## src/smi_pkg.sv

```systemverilog
// Shared types and constants for the small matrix inverse core.
// Holds the back-end state type, the cofactor operand table and the queue control struct.
// No dependencies.
package smi_pkg;

  // Number of matrix entries carried by one beat.
  localparam int NUM_ENTRIES = 9;
  // Multiply steps: two per cofactor, then two per determinant term.
  localparam int NUM_COF_STEPS = 18;
  localparam int NUM_STEPS = 24;

  // Operand select: 0..8 picks a matrix entry, the rest pick constants.
  typedef logic [3:0] sel_t;
  localparam sel_t SEL_ONE  = 4'd9;
  localparam sel_t SEL_ZERO = 4'd10;

  // Matrix entry positions, row-major.
  localparam sel_t E00 = 4'd0;
  localparam sel_t E01 = 4'd1;
  localparam sel_t E02 = 4'd2;
  localparam sel_t E10 = 4'd3;
  localparam sel_t E11 = 4'd4;
  localparam sel_t E12 = 4'd5;
  localparam sel_t E20 = 4'd6;
  localparam sel_t E21 = 4'd7;
  localparam sel_t E22 = 4'd8;

  // Back-end sequencer states.
  typedef enum logic [3:0] {
    BK_IDLE,
    BK_MUL,
    BK_ACC,
    BK_SING,
    BK_DIV_INIT,
    BK_DIV_CHK,
    BK_DIV_STEP,
    BK_DIV_END,
    BK_DONE
  } bk_state_e;

  // One cofactor is neg ? -(p*q - r*s) : (p*q - r*s).
  typedef struct packed {
    sel_t p;
    sel_t q;
    sel_t r;
    sel_t s;
    logic neg;
  } cof_op_t;

  // Control that travels with the head of the queue.
  typedef struct packed {
    logic valid;
    logic two;
  } item_ctrl_t;

  // Operand table for cofactor k (row-major over the adjugate).
  function automatic cof_op_t cof_op(logic two, logic [3:0] k);
    cof_op_t op;
    op = '{p: SEL_ZERO, q: SEL_ZERO, r: SEL_ZERO, s: SEL_ZERO, neg: 1'b0};
    if (two) begin
      case (k)
        4'd0: op = '{p: E11, q: SEL_ONE, r: SEL_ZERO, s: SEL_ZERO, neg: 1'b0};
        4'd1: op = '{p: E01, q: SEL_ONE, r: SEL_ZERO, s: SEL_ZERO, neg: 1'b1};
        4'd3: op = '{p: E10, q: SEL_ONE, r: SEL_ZERO, s: SEL_ZERO, neg: 1'b1};
        4'd4: op = '{p: E00, q: SEL_ONE, r: SEL_ZERO, s: SEL_ZERO, neg: 1'b0};
        default: op = '{p: SEL_ZERO, q: SEL_ZERO, r: SEL_ZERO, s: SEL_ZERO, neg: 1'b0};
      endcase
    end else begin
      case (k)
        4'd0: op = '{p: E22, q: E11, r: E21, s: E12, neg: 1'b0};
        4'd1: op = '{p: E22, q: E01, r: E21, s: E02, neg: 1'b1};
        4'd2: op = '{p: E12, q: E01, r: E11, s: E02, neg: 1'b0};
        4'd3: op = '{p: E22, q: E10, r: E20, s: E12, neg: 1'b1};
        4'd4: op = '{p: E22, q: E00, r: E20, s: E02, neg: 1'b0};
        4'd5: op = '{p: E12, q: E00, r: E10, s: E02, neg: 1'b1};
        4'd6: op = '{p: E21, q: E10, r: E20, s: E11, neg: 1'b0};
        4'd7: op = '{p: E21, q: E00, r: E20, s: E01, neg: 1'b1};
        4'd8: op = '{p: E11, q: E00, r: E10, s: E01, neg: 1'b0};
        default: op = '{p: SEL_ZERO, q: SEL_ZERO, r: SEL_ZERO, s: SEL_ZERO, neg: 1'b0};
      endcase
    end
    return op;
  endfunction

endpackage

```

## src/smi_front.sv

```systemverilog
// Front end of the small matrix inverse core: command accept, size register, item queue.
// Depends on smi_pkg.
module smi_front import smi_pkg::*; #(
  parameter int ENTRY_WIDTH = 32
) (
  input  logic                          clk_i,
  input  logic                          rst_ni,
  input  logic                          start,
  output logic                          busy,
  input  logic signed [ENTRY_WIDTH-1:0] a_i [NUM_ENTRIES],
  input  logic                          cfg_valid_i,
  output logic                          cfg_ready_o,
  input  logic [1:0]                    cfg_data_i,
  output item_ctrl_t                    ctrl_o,
  output logic signed [ENTRY_WIDTH-1:0] a_o [NUM_ENTRIES],
  input  logic                          pop_i
);

  localparam int QDEPTH = 2;
  localparam logic [1:0] SIZE_TWO = 2'd2;
  localparam logic [1:0] SIZE_RESET = 2'd3;

  logic [1:0] size_q;
  logic       wr_ptr_q, rd_ptr_q;
  logic [1:0] cnt_q;
  logic       push, pop;

  logic signed [ENTRY_WIDTH-1:0] ent_q [QDEPTH][NUM_ENTRIES];
  logic                          two_q [QDEPTH];

  // The size register takes a write in any cycle.
  assign cfg_ready_o = 1'b1;

  always_ff @(posedge clk_i or negedge rst_ni) begin
    if (!rst_ni) begin
      size_q <= SIZE_RESET;
    end else if (cfg_valid_i && cfg_ready_o) begin
      size_q <= cfg_data_i;
    end
  end

  // Queue handshake: accept while a slot is free, pop when the back end asks.
  assign busy   = (cnt_q == 2'(QDEPTH));
  assign push   = start && !busy;
  assign pop    = pop_i && (cnt_q != 2'd0);

  always_ff @(posedge clk_i or negedge rst_ni) begin
    if (!rst_ni) begin
      wr_ptr_q <= 1'b0;
      rd_ptr_q <= 1'b0;
      cnt_q    <= 2'd0;
    end else begin
      if (push) begin
        wr_ptr_q <= ~wr_ptr_q;
      end
      if (pop) begin
        rd_ptr_q <= ~rd_ptr_q;
      end
      cnt_q <= cnt_q + 2'(push) - 2'(pop);
    end
  end

  // Queue storage; the size mode is classified at accept time.
  always_ff @(posedge clk_i) begin
    if (push) begin
      ent_q[wr_ptr_q] <= a_i;
      two_q[wr_ptr_q] <= (size_q == SIZE_TWO);
    end
  end

  // Head of the queue toward the back end.
  assign a_o          = ent_q[rd_ptr_q];
  assign ctrl_o.valid = (cnt_q != 2'd0);
  assign ctrl_o.two   = two_q[rd_ptr_q];

endmodule

```

## config.mk

```make
export PLATFORM = sky130hd
export DESIGN_NAME = smi_front
export DESIGN_NICKNAME = d
export VERILOG_FILES = /design/src/smi_pkg.sv /design/src/smi_front.sv
export SDC_FILE = /design/constraint.sdc
export NUM_CORES = 1
export LEC_CHECK = 0
export BUFFER_PORTS_ARGS = -buffer_cell sky130_fd_sc_hd__buf_2
export CORE_AREA = 2 2 226 228
export CTS_BUF_LIST = sky130_fd_sc_hd__clkbuf_4 sky130_fd_sc_hd__clkbuf_8 sky130_fd_sc_hd__clkbuf_16
export CTS_CLUSTER_SIZE = 28
export DETAILED_ROUTE_END_ITERATION = 10
export DIE_AREA = 0 0 228 230
export PLACE_DENSITY = 0.76
export SLEW_MARGIN = 10
export SYNTH_ARGS = -nofsm -noshare
export SYNTH_HDL_FRONTEND = slang
export SYNTH_SLANG_ARGS = --single-unit
```

## constraint.sdc

```tcl
create_clock -name clk_i -period 15.2 [get_ports clk_i]
set_input_delay 0.76 -clock clk_i [delete_from_list [all_inputs] [get_ports clk_i]]
set_output_delay 0.76 -clock clk_i [all_outputs]
set_load 0.02 [all_outputs]
```

# After elaboration in Yosys (flattened, before gate mapping)
# Memory sizes are Yosys's and may differ from the RTL's.
# Index checks and enable logic that the tools add are counted.
# Widths: inputs -> output; s select.
[totals]
regBits = 6
mem_bits_rw = 578
in_bits = 295
out_inout_bits = 292
elab_cells = 18
memories = 2
[classes]
addsub = 2
n_eq_ne = 2
n_mux = 2
bitwise_logic = 2
n_reduce_logical = 4
[memory_table]
columns = ["name", "words", "word_bits", "rd", "rd_ports_with_merged_regs", "write_ports", "line", "rtl"]
rows = [
  ["ent_q", 2, 288, 1, 0, 1, "smi_front.sv:28", "logic signed [ENTRY_WIDTH-1:0] ent_q [QDEPTH][NUM_ENTRIES];"],
  ["two_q", 2, 1, 1, 0, 1, "smi_front.sv:29", "logic two_q [QDEPTH];"],
]
[ops]
columns = ["op", "count"]
rows = [
  ["$eq 2x2->1 const B", 2],
  ["$add 2x1->2", 1],
  ["$logic_and 1x1->1", 2],
  ["$mux 1", 2],
  ["$not 1->1", 2],
  ["$reduce_bool 2->1", 1],
  ["$sub 2x1->2", 1],
  ["$logic_not 1->1", 1],
]

# Longest topological paths before layout
# Gate-level depths: netlist of the first run.
[logic_depth]
depth_word = 5
ltp_mapped = 7
mapped_depth_nobuf = 7

# Worst setup path after synthesis of the first run
# OpenSTA, ideal clock, no wires.
[synth_path]
path_kind = "input to register"
start = "input start"
end = "memory ent_q[0][0] (netlist bit) (enable)"
setup_ns = 0.945
arrival_ns = 12.821
required_ns = 14.255
setup_slack_ns = 1.435
path_stages = 2
n_path_buf = 0
cell_sequence = "nand2_1 nor2_1"
[synth_via]
elab_chain_cells = 3
[synth_lines]
columns = ["item", "line", "rtl"]
rows = [
  ["start, declared", "smi_front.sv:8", "input logic start,"],
  ["$logic_and 1x1->1", "smi_front.sv:44", "assign push = start && !busy;"],
  ["$mux 1", "smi_front.sv:65", "if (push) begin"],
  ["$mux 1 (not written as such)", "smi_front.sv:66", "ent_q[wr_ptr_q] <= a_i;"],
  ["end, declared", "smi_front.sv:28", ""],
]
# Every way passes these cells.

==> impl_metrics.tcl, run 1 <==
set metrics [dict create \
    max_freq_mhz 213 \
    grt_use_total 0.171 \
    ys_seq_area_frac 0.814 \
    critPathCaptureType "primary output" \
    die_width_um 228 \
    placed_area_um2 25100 \
    p_leak_uw 0.0104 \
    period_needed_ps 4690 \
    final-setup-viol-count 0 \
    crit_type "register to primary output" \
    initialDrtViolationCount 587 \
    vias 11100 \
    synthAdderAreaFrac 0.00116 \
    outcome "completed" \
    fin_worst_skew_ps 19.1 \
    crit_chain "buf_4, buf_4, mux2_2, buf_2" \
    grt_start_max_net_pins 76 \
    worstHoldPathCells 1 \
    portBuffers 585 \
    fin_nets 1844 \
    finalSetupTns_ps 0 \
    first_global_vias 11500 \
    worst_r2r_endpoint "ent_q[1][260]$_DFFE_PP_" \
    crit_path_frequent_cell "buf_4" \
    route.detailed.drc 0 \
    routedWlPerCell_um 20.7 \
    synth_edf_count 578 \
    power.density_nw_per_um2 204 \
    synth-seq-cells 584 \
    dieHeight_um 230 \
    synth_mux_area_frac 0.170 \
    syn_to_final_growth_pct 25.6 \
    h-tree-depth 2 \
    cts_buffers 57 \
    cpPeakStageDelay_ps 930 \
    hold_path.class "primary input to register" \
    path_max_fanout 56 \
    io-pin-count 587 \
    crit_arrival_ps 3930 \
    synth_top_family_by_area "multiplexers" \
    critPathSlowestCell "dfrtp_4" \
    vias_per_cell 4.86 \
    clock_path_buffers 3 \
    min_to "ent_q[0][37]$_DFFE_PP_" \
    drtPass1Iterations 5 \
    cts.sinks 584 \
    ys_types 20 \
    grt_first_pass_wirelength_um 67900 \
    root_buffer "clkbuf_16" \
    synth-compound-area-share 0 \
    reg2reg_depth 4 \
    period_share 0.308 \
    synth-xor-area-share 0.00163 \
    dp.final_hpwl_um 32900 \
    grt_setup_unrepaired "false" \
    maxCapViolations 0 \
    tightest_slew_ps 1060 \
    cts_tree "yes" \
    netlist_area_um2 21500 \
    ir_drop_mv 0.139 \
    finalInstanceArea_um2 27000 \
    maxSlewHeadroom 0.292 \
    async_reset_ff_frac 0.0103 \
    wirelength_um 47000 \
    core_area_um2 49900 \
    synth_simple_gate_area_frac 0.00180 \
    syn-num-nets 1221 \
    drv_slew 0 \
    ys_warn_count 0 \
    clk_pin_slew_worst_paths_ps 60 \
    ys.flop_type "edfxtp_1" \
    syn_area_per_cell_um2 23.3 \
    die-area_um2 52400 \
    ant_nets 0 \
    routabilityCongestion 0.869 \
    antenna_found_initial 14 \
    r2r_slack_ps 11500 \
    grt_overflow 0 \
    crit_required_ps 14440 \
    finalHoldViolCount 0 \
    r2r-start "cnt_q[1]$_DFF_PN0_" \
    clkLatencyLatePin_ps 580 \
    whs_ps 356 \
    start_kind "register" \
    start_util 0.431 \
    netlist_instances 924 \
    cts_resized 0 \
    rows 82 \
    hp-start "a_i[37]" \
    drive_gt1_frac 0.620 \
]
## power breakdown
part           internal, uW  switching [uW]  leakage (uW)
logic                   721            1090       0.00399
registers              2210             119       0.00543
clock network           805             567      0.000930
total                  3730            1780        0.0104
## kinds of logic after synthesis
| kind of cell | Yosys count |
|---|---|
| simple gates | 7 |
| buf+inv | 35 |
| flops | 584 |
| mux | 291 |
| xor+xnor | 4 |
| fa+ha+maj | 2 |
| other cells | 1 |
## layout by cell type, fill, tap and decap left out, drive strengths merged, types with 2 or more instances in the layout
| cell type | instances |
|---|---|
| buf | 596 |
| edfxtp | 578 |
| mux2 | 291 |
| clkbuf | 75 |
| clkinv | 24 |
| diode | 10 |
| bufinv | 4 |
| dfrtp | 4 |
| xnor2 | 3 |
| inv | 3 |
| ha | 2 |
| clkinvlp | 2 |
| dfstp | 2 |
## flip-flops by register name, summed over array words and instances (netlist names)
| register | cells |
|---|---|
| ent_q | 576 |
| cnt_q | 2 |
| size_q | 2 |
| two_q | 2 |
| rd_ptr_q | 1 |
| wr_ptr_q | 1 |
## how the worst max path moves through the flow
stage / from / to / slack (ps) / cells past startpoint
global placement: rd_ptr_q$_DFFE_PN0P_ / a_o[171] / 11150 / 4
detailed placement: rd_ptr_q$_DFFE_PN0P_ / a_o[171] / 11120 / 4
finish: rd_ptr_q$_DFFE_PN0P_ / a_o[171] / 10510 / 4
CTS: rd_ptr_q$_DFFE_PN0P_ / a_o[171] / 10460 / 4
global route: rd_ptr_q$_DFFE_PN0P_ / a_o[172] / 10300 / 4
floorplan: start / ent_q[0][0]$_DFFE_PP_ / 1430 / 2
## timing repair
| action | CTS | global route |
|---|---|---|
| buffers inserted | 0 | 0 |
| endpoints found under the setup margin | 0 | 0 |
| hold buffers | 1 | 0 |
| hold endpoints to repair | 4 | 0 |
## cells in the mapped netlist, types with 2 or more instances
library cell / count / share of area
xnor2_1: 3 / 0.0012
ha_1: 2 / 0.0012
buf_4: 2 / 0.00070
inv_1: 2 / 0.00035
buf_6: 11 / 0.0058
mux2_2: 191 / 0.10
buf_2: 20 / 0.0047
edfxtp_1: 578 / 0.81
dfrtp_1: 4 / 0.0047
mux2_4: 100 / 0.070
dfstp_2: 2 / 0.0024
## worst max-delay path: cells and delay by family (launching register included)
kind / cells / cell delay (ps)
buffers and inverters: 3 / 1840
DFF: 1 / 930
muxes: 1 / 420
## layout make-up
type,instances,area [um2]
Fill cell,3850,22800
Timing Repair Buffer,597,3020
Tap cell,672,841
Clock inverter,31,254
Antenna cell,10,25.0
Inverter,2,7.51
Multi-Input combinational cell,305,3770
Sequential cell,584,17500
Clock buffer,75,1600
## metal layers
layer  share of wire  global-route usage  routed length (um)  vias up
li1                -                   -                   -     4970
met1            0.36               0.192               17100     5463
met2            0.51               0.295               24000      489
met3           0.082              0.0569                3840      123
met4           0.042              0.0852                1980        8
met5          0.0012                   0                  57        -
## per-stage QoR
| stage | setup slack (ps) | cells | utilization | power [uW] |
|---|---|---|---|---|
| 4_1_cts | 10460 | 2266 | 0.541 | 5570 |
| 5_1_grt | 10300 | 2275 | 0.542 | 5730 |
| 3_5_place_dp | 11120 | 2159 | 0.504 | 4190 |
| 3_3_place_gp | 11150 | 2159 | 0.504 | 4150 |
| 6_report | 10510 | 2276 | 0.542 | 5510 |
| 2_1_floorplan | 1430 | 924 | - | 3770 |
(Power assumes the default switching activity.)
==> run 2, diff against run 1 <==
==> constraint.sdc (replaced) <==
create_clock -name clk_i -period 4.8 [get_ports clk_i]
set_input_delay 0.24 -clock clk_i [delete_from_list [all_inputs] [get_ports clk_i]]
set_output_delay 0.24 -clock clk_i [all_outputs]
set_load 0.02 [all_outputs]
==> impl_metrics.tcl, run 2 (synthesis results as in run 1) <==
set metrics [dict create \
    cts_buffers 57 \
    routabilityCongestion 0.876 \
    finalPower_uw 18000 \
    final_common_cell "buf_2" \
    root_buffer "clkbuf_16" \
    drv_slew 0 \
    dp.final_hpwl_um 31700 \
    cts_hold_buf 297 \
    die-area_um2 52400 \
    regMostFlops "ent_q" \
    wirelength_um 54500 \
    grt_setup_unrepaired "false" \
    dieHeight_um 230 \
    start_kind "register" \
    grt_start_max_net_pins 120 \
    core_area_um2 49900 \
    fin_worst_skew_ps 31.7 \
    critPathCaptureType "primary output" \
    die_width_um 228 \
    vias 12600 \
    start_util 0.431 \
    clkLatencyLatePin_ps 600 \
    ir_drop_mv 0.431 \
    finalHoldViolCount 0 \
    crit_type "register to primary output" \
    drive_gt1_frac 0.525 \
    fin_util 0.604 \
    grtUsageMet2 0.370 \
    ant_nets 0 \
    fillers 3420 \
    route.detailed.drc 0 \
    crit_arrival_ps 2860 \
    period_needed_ps 3100 \
    crit_required_ps 4560 \
    initialDrtViolationCount 813 \
    grt_util_met1 0.225 \
    max_freq_mhz 322 \
    maxSlewHeadroom 0.300 \
    cts_resized 0 \
    whs_ps 354 \
    final_cell_mix "buf_2, edfxtp_1, dlygate4sd3_1" \
    path_max_fanout 66 \
    grt_use_met3 0.0448 \
    clock_path_buffers 3 \
    syn_to_final_growth_pct 40.1 \
    cts.sinks 584 \
    antenna_found_initial 6 \
    io-pin-count 587 \
    p_leak_uw 0.0117 \
    drtPass1Iterations 5 \
    grt_first_pass_wirelength_um 81100 \
    period_share 0.646 \
    routedWlPerCell_um 21.2 \
    portBuffers 585 \
    power.density_nw_per_um2 599 \
    vias_per_cell 4.89 \
    grt_overflow 0 \
    clk_pin_slew_worst_paths_ps 60 \
    final-setup-viol-count 0 \
    fin_nets 2146 \
    cts_tree "yes" \
    dp.cells 2165 \
    grt_use_total 0.202 \
    layout.cells.non_filler 2574 \
    tightest_slew_ps 1050 \
    maxCapViolations 0 \
    post_cts_buffers 0 \
    largest_register_ffs 576 \
    h-tree-depth 2 \
    outcome "completed" \
    hold_path.class "primary input to register" \
    first_global_vias 13900 \
    rows 82 \
    grt_busiest_layer "met2" \
]
run 2: where the power goes:
group | leakage [uW] | internal (uW) | switching [uW]
logic | 0.00528 | 2510 | 3680
registers | 0.00543 | 6970 | 409
clock network | 0.000944 | 2610 | 1860
total | 0.0117 | 12100 | 5960
run 2: area by class of cell:
cell class / count / area (um2) / area share
Timing Repair Buffer: 899 / 6100 / 0.202
Tap cell: 672 / 841 / 0.0279
Antenna cell: 6 / 15.0 / 0.000498
Multi-Input combinational cell: 305 / 3770 / 0.125
Clock buffer: 73 / 1550 / 0.0513
Inverter: 2 / 7.51 / 0.000249
Sequential cell: 584 / 17500 / 0.581
Clock inverter: 33 / 345 / 0.0115
run 2: metrics by stage:
step	instance area, um2	TNS (ps)	setup WS, ps
global route	30100	0	1550
global placement	25300	0	2400
CTS	30100	0	1650
floorplan	21500	-143300	-496
finish	30100	0	1700
detailed placement	25300	0	2330
run 2: layer usage:
layer	vias up	wire length, um
met1	6288	19800
met5	-	0
met4	0	1930
met3	129	3330
met2	608	29400
li1	5558	-
run 2: critical path, stage by stage, from the launching register on:
cell and delay, ps:
dfrtp_4 1050, buf_4 560, mux2_2 410, buf_2 180
run 2: path summary, 6_finish.rpt:
check	startpoint	to	slack [ps]	cells after the start
setup / recovery	rd_ptr_q$_DFFE_PN0P_	a_o[5]	1700	3
hold / removal	a_i[75]	ent_q[0][75]$_DFFE_PP_	350	2
setup reg to reg	cnt_q[1]$_DFF_PN0_	ent_q[1][200]$_DFFE_PP_	2390	3
hold reg to reg	cnt_q[1]$_DFF_PN0_	cnt_q[1]$_DFF_PN0_	520	1
max in group asynchronous	rst_ni	rd_ptr_q$_DFFE_PN0P_	3370	4
min in group asynchronous	rst_ni	wr_ptr_q$_DFFE_PN0P_	610	3
==> run 3, diff against run 2 <==
--- a/config.mk
+++ b/config.mk
@@ -6,11 +6,11 @@
 export NUM_CORES = 1
 export LEC_CHECK = 0
 export BUFFER_PORTS_ARGS = -buffer_cell sky130_fd_sc_hd__buf_2
-export CORE_AREA = 2 2 226 228
+export CORE_AREA = 2 2 230 232
 export CTS_BUF_LIST = sky130_fd_sc_hd__clkbuf_4 sky130_fd_sc_hd__clkbuf_8 sky130_fd_sc_hd__clkbuf_16
 export CTS_CLUSTER_SIZE = 28
 export DETAILED_ROUTE_END_ITERATION = 10
-export DIE_AREA = 0 0 228 230
+export DIE_AREA = 0 0 232 234
 export PLACE_DENSITY = 0.76
 export SLEW_MARGIN = 10
 export SYNTH_ARGS = -nofsm -noshare
==> constraint.sdc (replaced) <==
create_clock -name clk_i -period 2.79 [get_ports clk_i]
set_input_delay 0.1395 -clock clk_i [delete_from_list [all_inputs] [get_ports clk_i]]
set_output_delay 0.1395 -clock clk_i [all_outputs]
set_load 0.02 [all_outputs]
==> impl_metrics.tcl, run 3 (synthesis results as in run 1) <==
set metrics [dict create \
    outcome "completed" \
    power.density_nw_per_um2 1030 \
    cp_top_family "buffers and inverters" \
    period_needed_ps 2510 \
    finalPower_uw 31500 \
    cts_tree "yes" \
    route.detailed.drc 0 \
    largest_register_ffs 576 \
    clock_path_buffers 3 \
    drv_slew 0 \
    vias 12600 \
    start_util 0.413 \
    core_area_um2 52000 \
    tightest_slew_ps 555 \
    fillers 3659 \
    worst_r2r_endpoint "ent_q[1][220]$_DFFE_PP_" \
    path_max_fanout 33 \
    routedWlPerCell_um 21.4 \
    max_freq_mhz 398 \
    cts.sinks 584 \
    finalHoldViolCount 0 \
    r2r-start "cnt_q[0]$_DFF_PN0_" \
    crit_type "register to primary output" \
    ir_drop_mv 0.986 \
    hold_path.class "primary input to asynchronous set/reset pin" \
    root_buffer "clkbuf_16" \
    final-setup-viol-count 0 \
    regArea_um2 17500 \
    io-pin-count 587 \
    grt_start_max_net_pins 87 \
    grt_use_total 0.195 \
    p_leak_uw 0.0118 \
    die_width_um 232 \
    cts_buffers 58 \
    crit_required_ps 2650 \
    routabilityCongestion 0.832 \
    period_share 0.900 \
    final_cell_mix "buf_2, edfxtp_1, dlygate4sd3_1" \
    die-area_um2 54300 \
    fin_worst_skew_ps 12.1 \
    reg2reg_depth 3 \
    critPathCaptureType "primary output" \
    dieHeight_um 234 \
    regMostFlops "ent_q" \
    initialDrtViolationCount 686 \
    drtPass1Iterations 5 \
    multiInputGateArea_um2 3770 \
    final_common_cell "buf_2" \
    portBuffers 585 \
    rows 84 \
    syn_to_final_growth_pct 41.4 \
    r2r_slack_ps 930 \
    crit_chain "buf_12, buf_4, mux2_2, buf_2" \
    clkLatencyLatePin_ps 590 \
    first_global_vias 13600 \
    start_kind "register" \
    wirelength_um 55800 \
    critPathBufInv 3 \
    maxCapViolations 0 \
    vias_per_cell 4.84 \
    clk_pin_slew_worst_paths_ps 60 \
    critPathLaunch "rd_ptr_q$_DFFE_PN0P_" \
    h-tree-depth 2 \
    dp.final_hpwl_um 33700 \
    fin_nets 2170 \
    cpPeakStageDelay_ps 620 \
    critPathSlowestCell "dfrtp_4" \
    whs_ps 70.6 \
    crit_arrival_ps 2370 \
    drive_gt1_frac 0.531 \
    ant_nets 0 \
    worstSetupPathDepth 4 \
    grt_overflow 0 \
    grt_setup_unrepaired "false" \
    maxSlewHeadroom 0.630 \
    antenna_found_initial 2 \
    grt_first_pass_wirelength_um 79500 \
]
-- run 3: worst max path at each step --
stage                             to  slack, ps
5_1_grt                     a_o[108]        170
3_3_place_gp                a_o[105]        940
4_1_cts                      a_o[98]        240
3_5_place_dp                 a_o[98]        900
6_report                    a_o[108]        280
2_1_floorplan  ent_q[0][0]$_DFFE_PP_      -2510
-- run 3: power by group --
group | leakage (uW) | switching [uW] | internal (uW)
Combinational | 0.00543 | 6590 | 4580
Sequential | 0.00543 | 576 | 12000
Clock | 0.000957 | 3170 | 4580
-- run 3: through the flow --
step                      setup slack (ps)  setup TNS (ps)  cells   util  area [um2]
final                                  278               0   2608  0.585       30400
after global routing                   169               0   2607  0.585       30400
after CTS                              243               0   2606  0.585       30400
after detailed placement               899               0   2205  0.491       25500
after global placement                 936               0   2205  0.491       25500
after floorplan                      -2510        -1211660    924      -       21500
-- run 3: layout make-up --
class	instances	share of cell area
Sequential cell	584	0.576
Clock buffer	79	0.0543
Tap cell	688	0.0283
Multi-Input combinational cell	305	0.124
Antenna cell	2	0.000165
Clock inverter	26	0.00806
Timing Repair Buffer	922	0.209
Inverter	2	0.000247
-- run 3: per-layer routing --
metal	global-route usage	share of wire	routed length, um	up-vias
li1	-	-	-	5584
met1	0.217	0.37	20600	6326
met2	0.353	0.52	29100	609
met3	0.0568	0.076	4260	113
met4	0.0739	0.032	1790	0
met5	0	0	0	-
-- run 3: worst reg2reg max path, delay by kind of cell, from the launching register on --
family	cells	cell delay [ps]
flip-flops	1	370
buffers and inverters	1	500
AND/OR/NAND/NOR	2	600
-- run 3: repair_timing --
action	4_1_cts	5_1_grt
buffers inserted	0	0
hold buffers	296	0
resized for setup	0	0
endpoints found under the hold margin	586	0
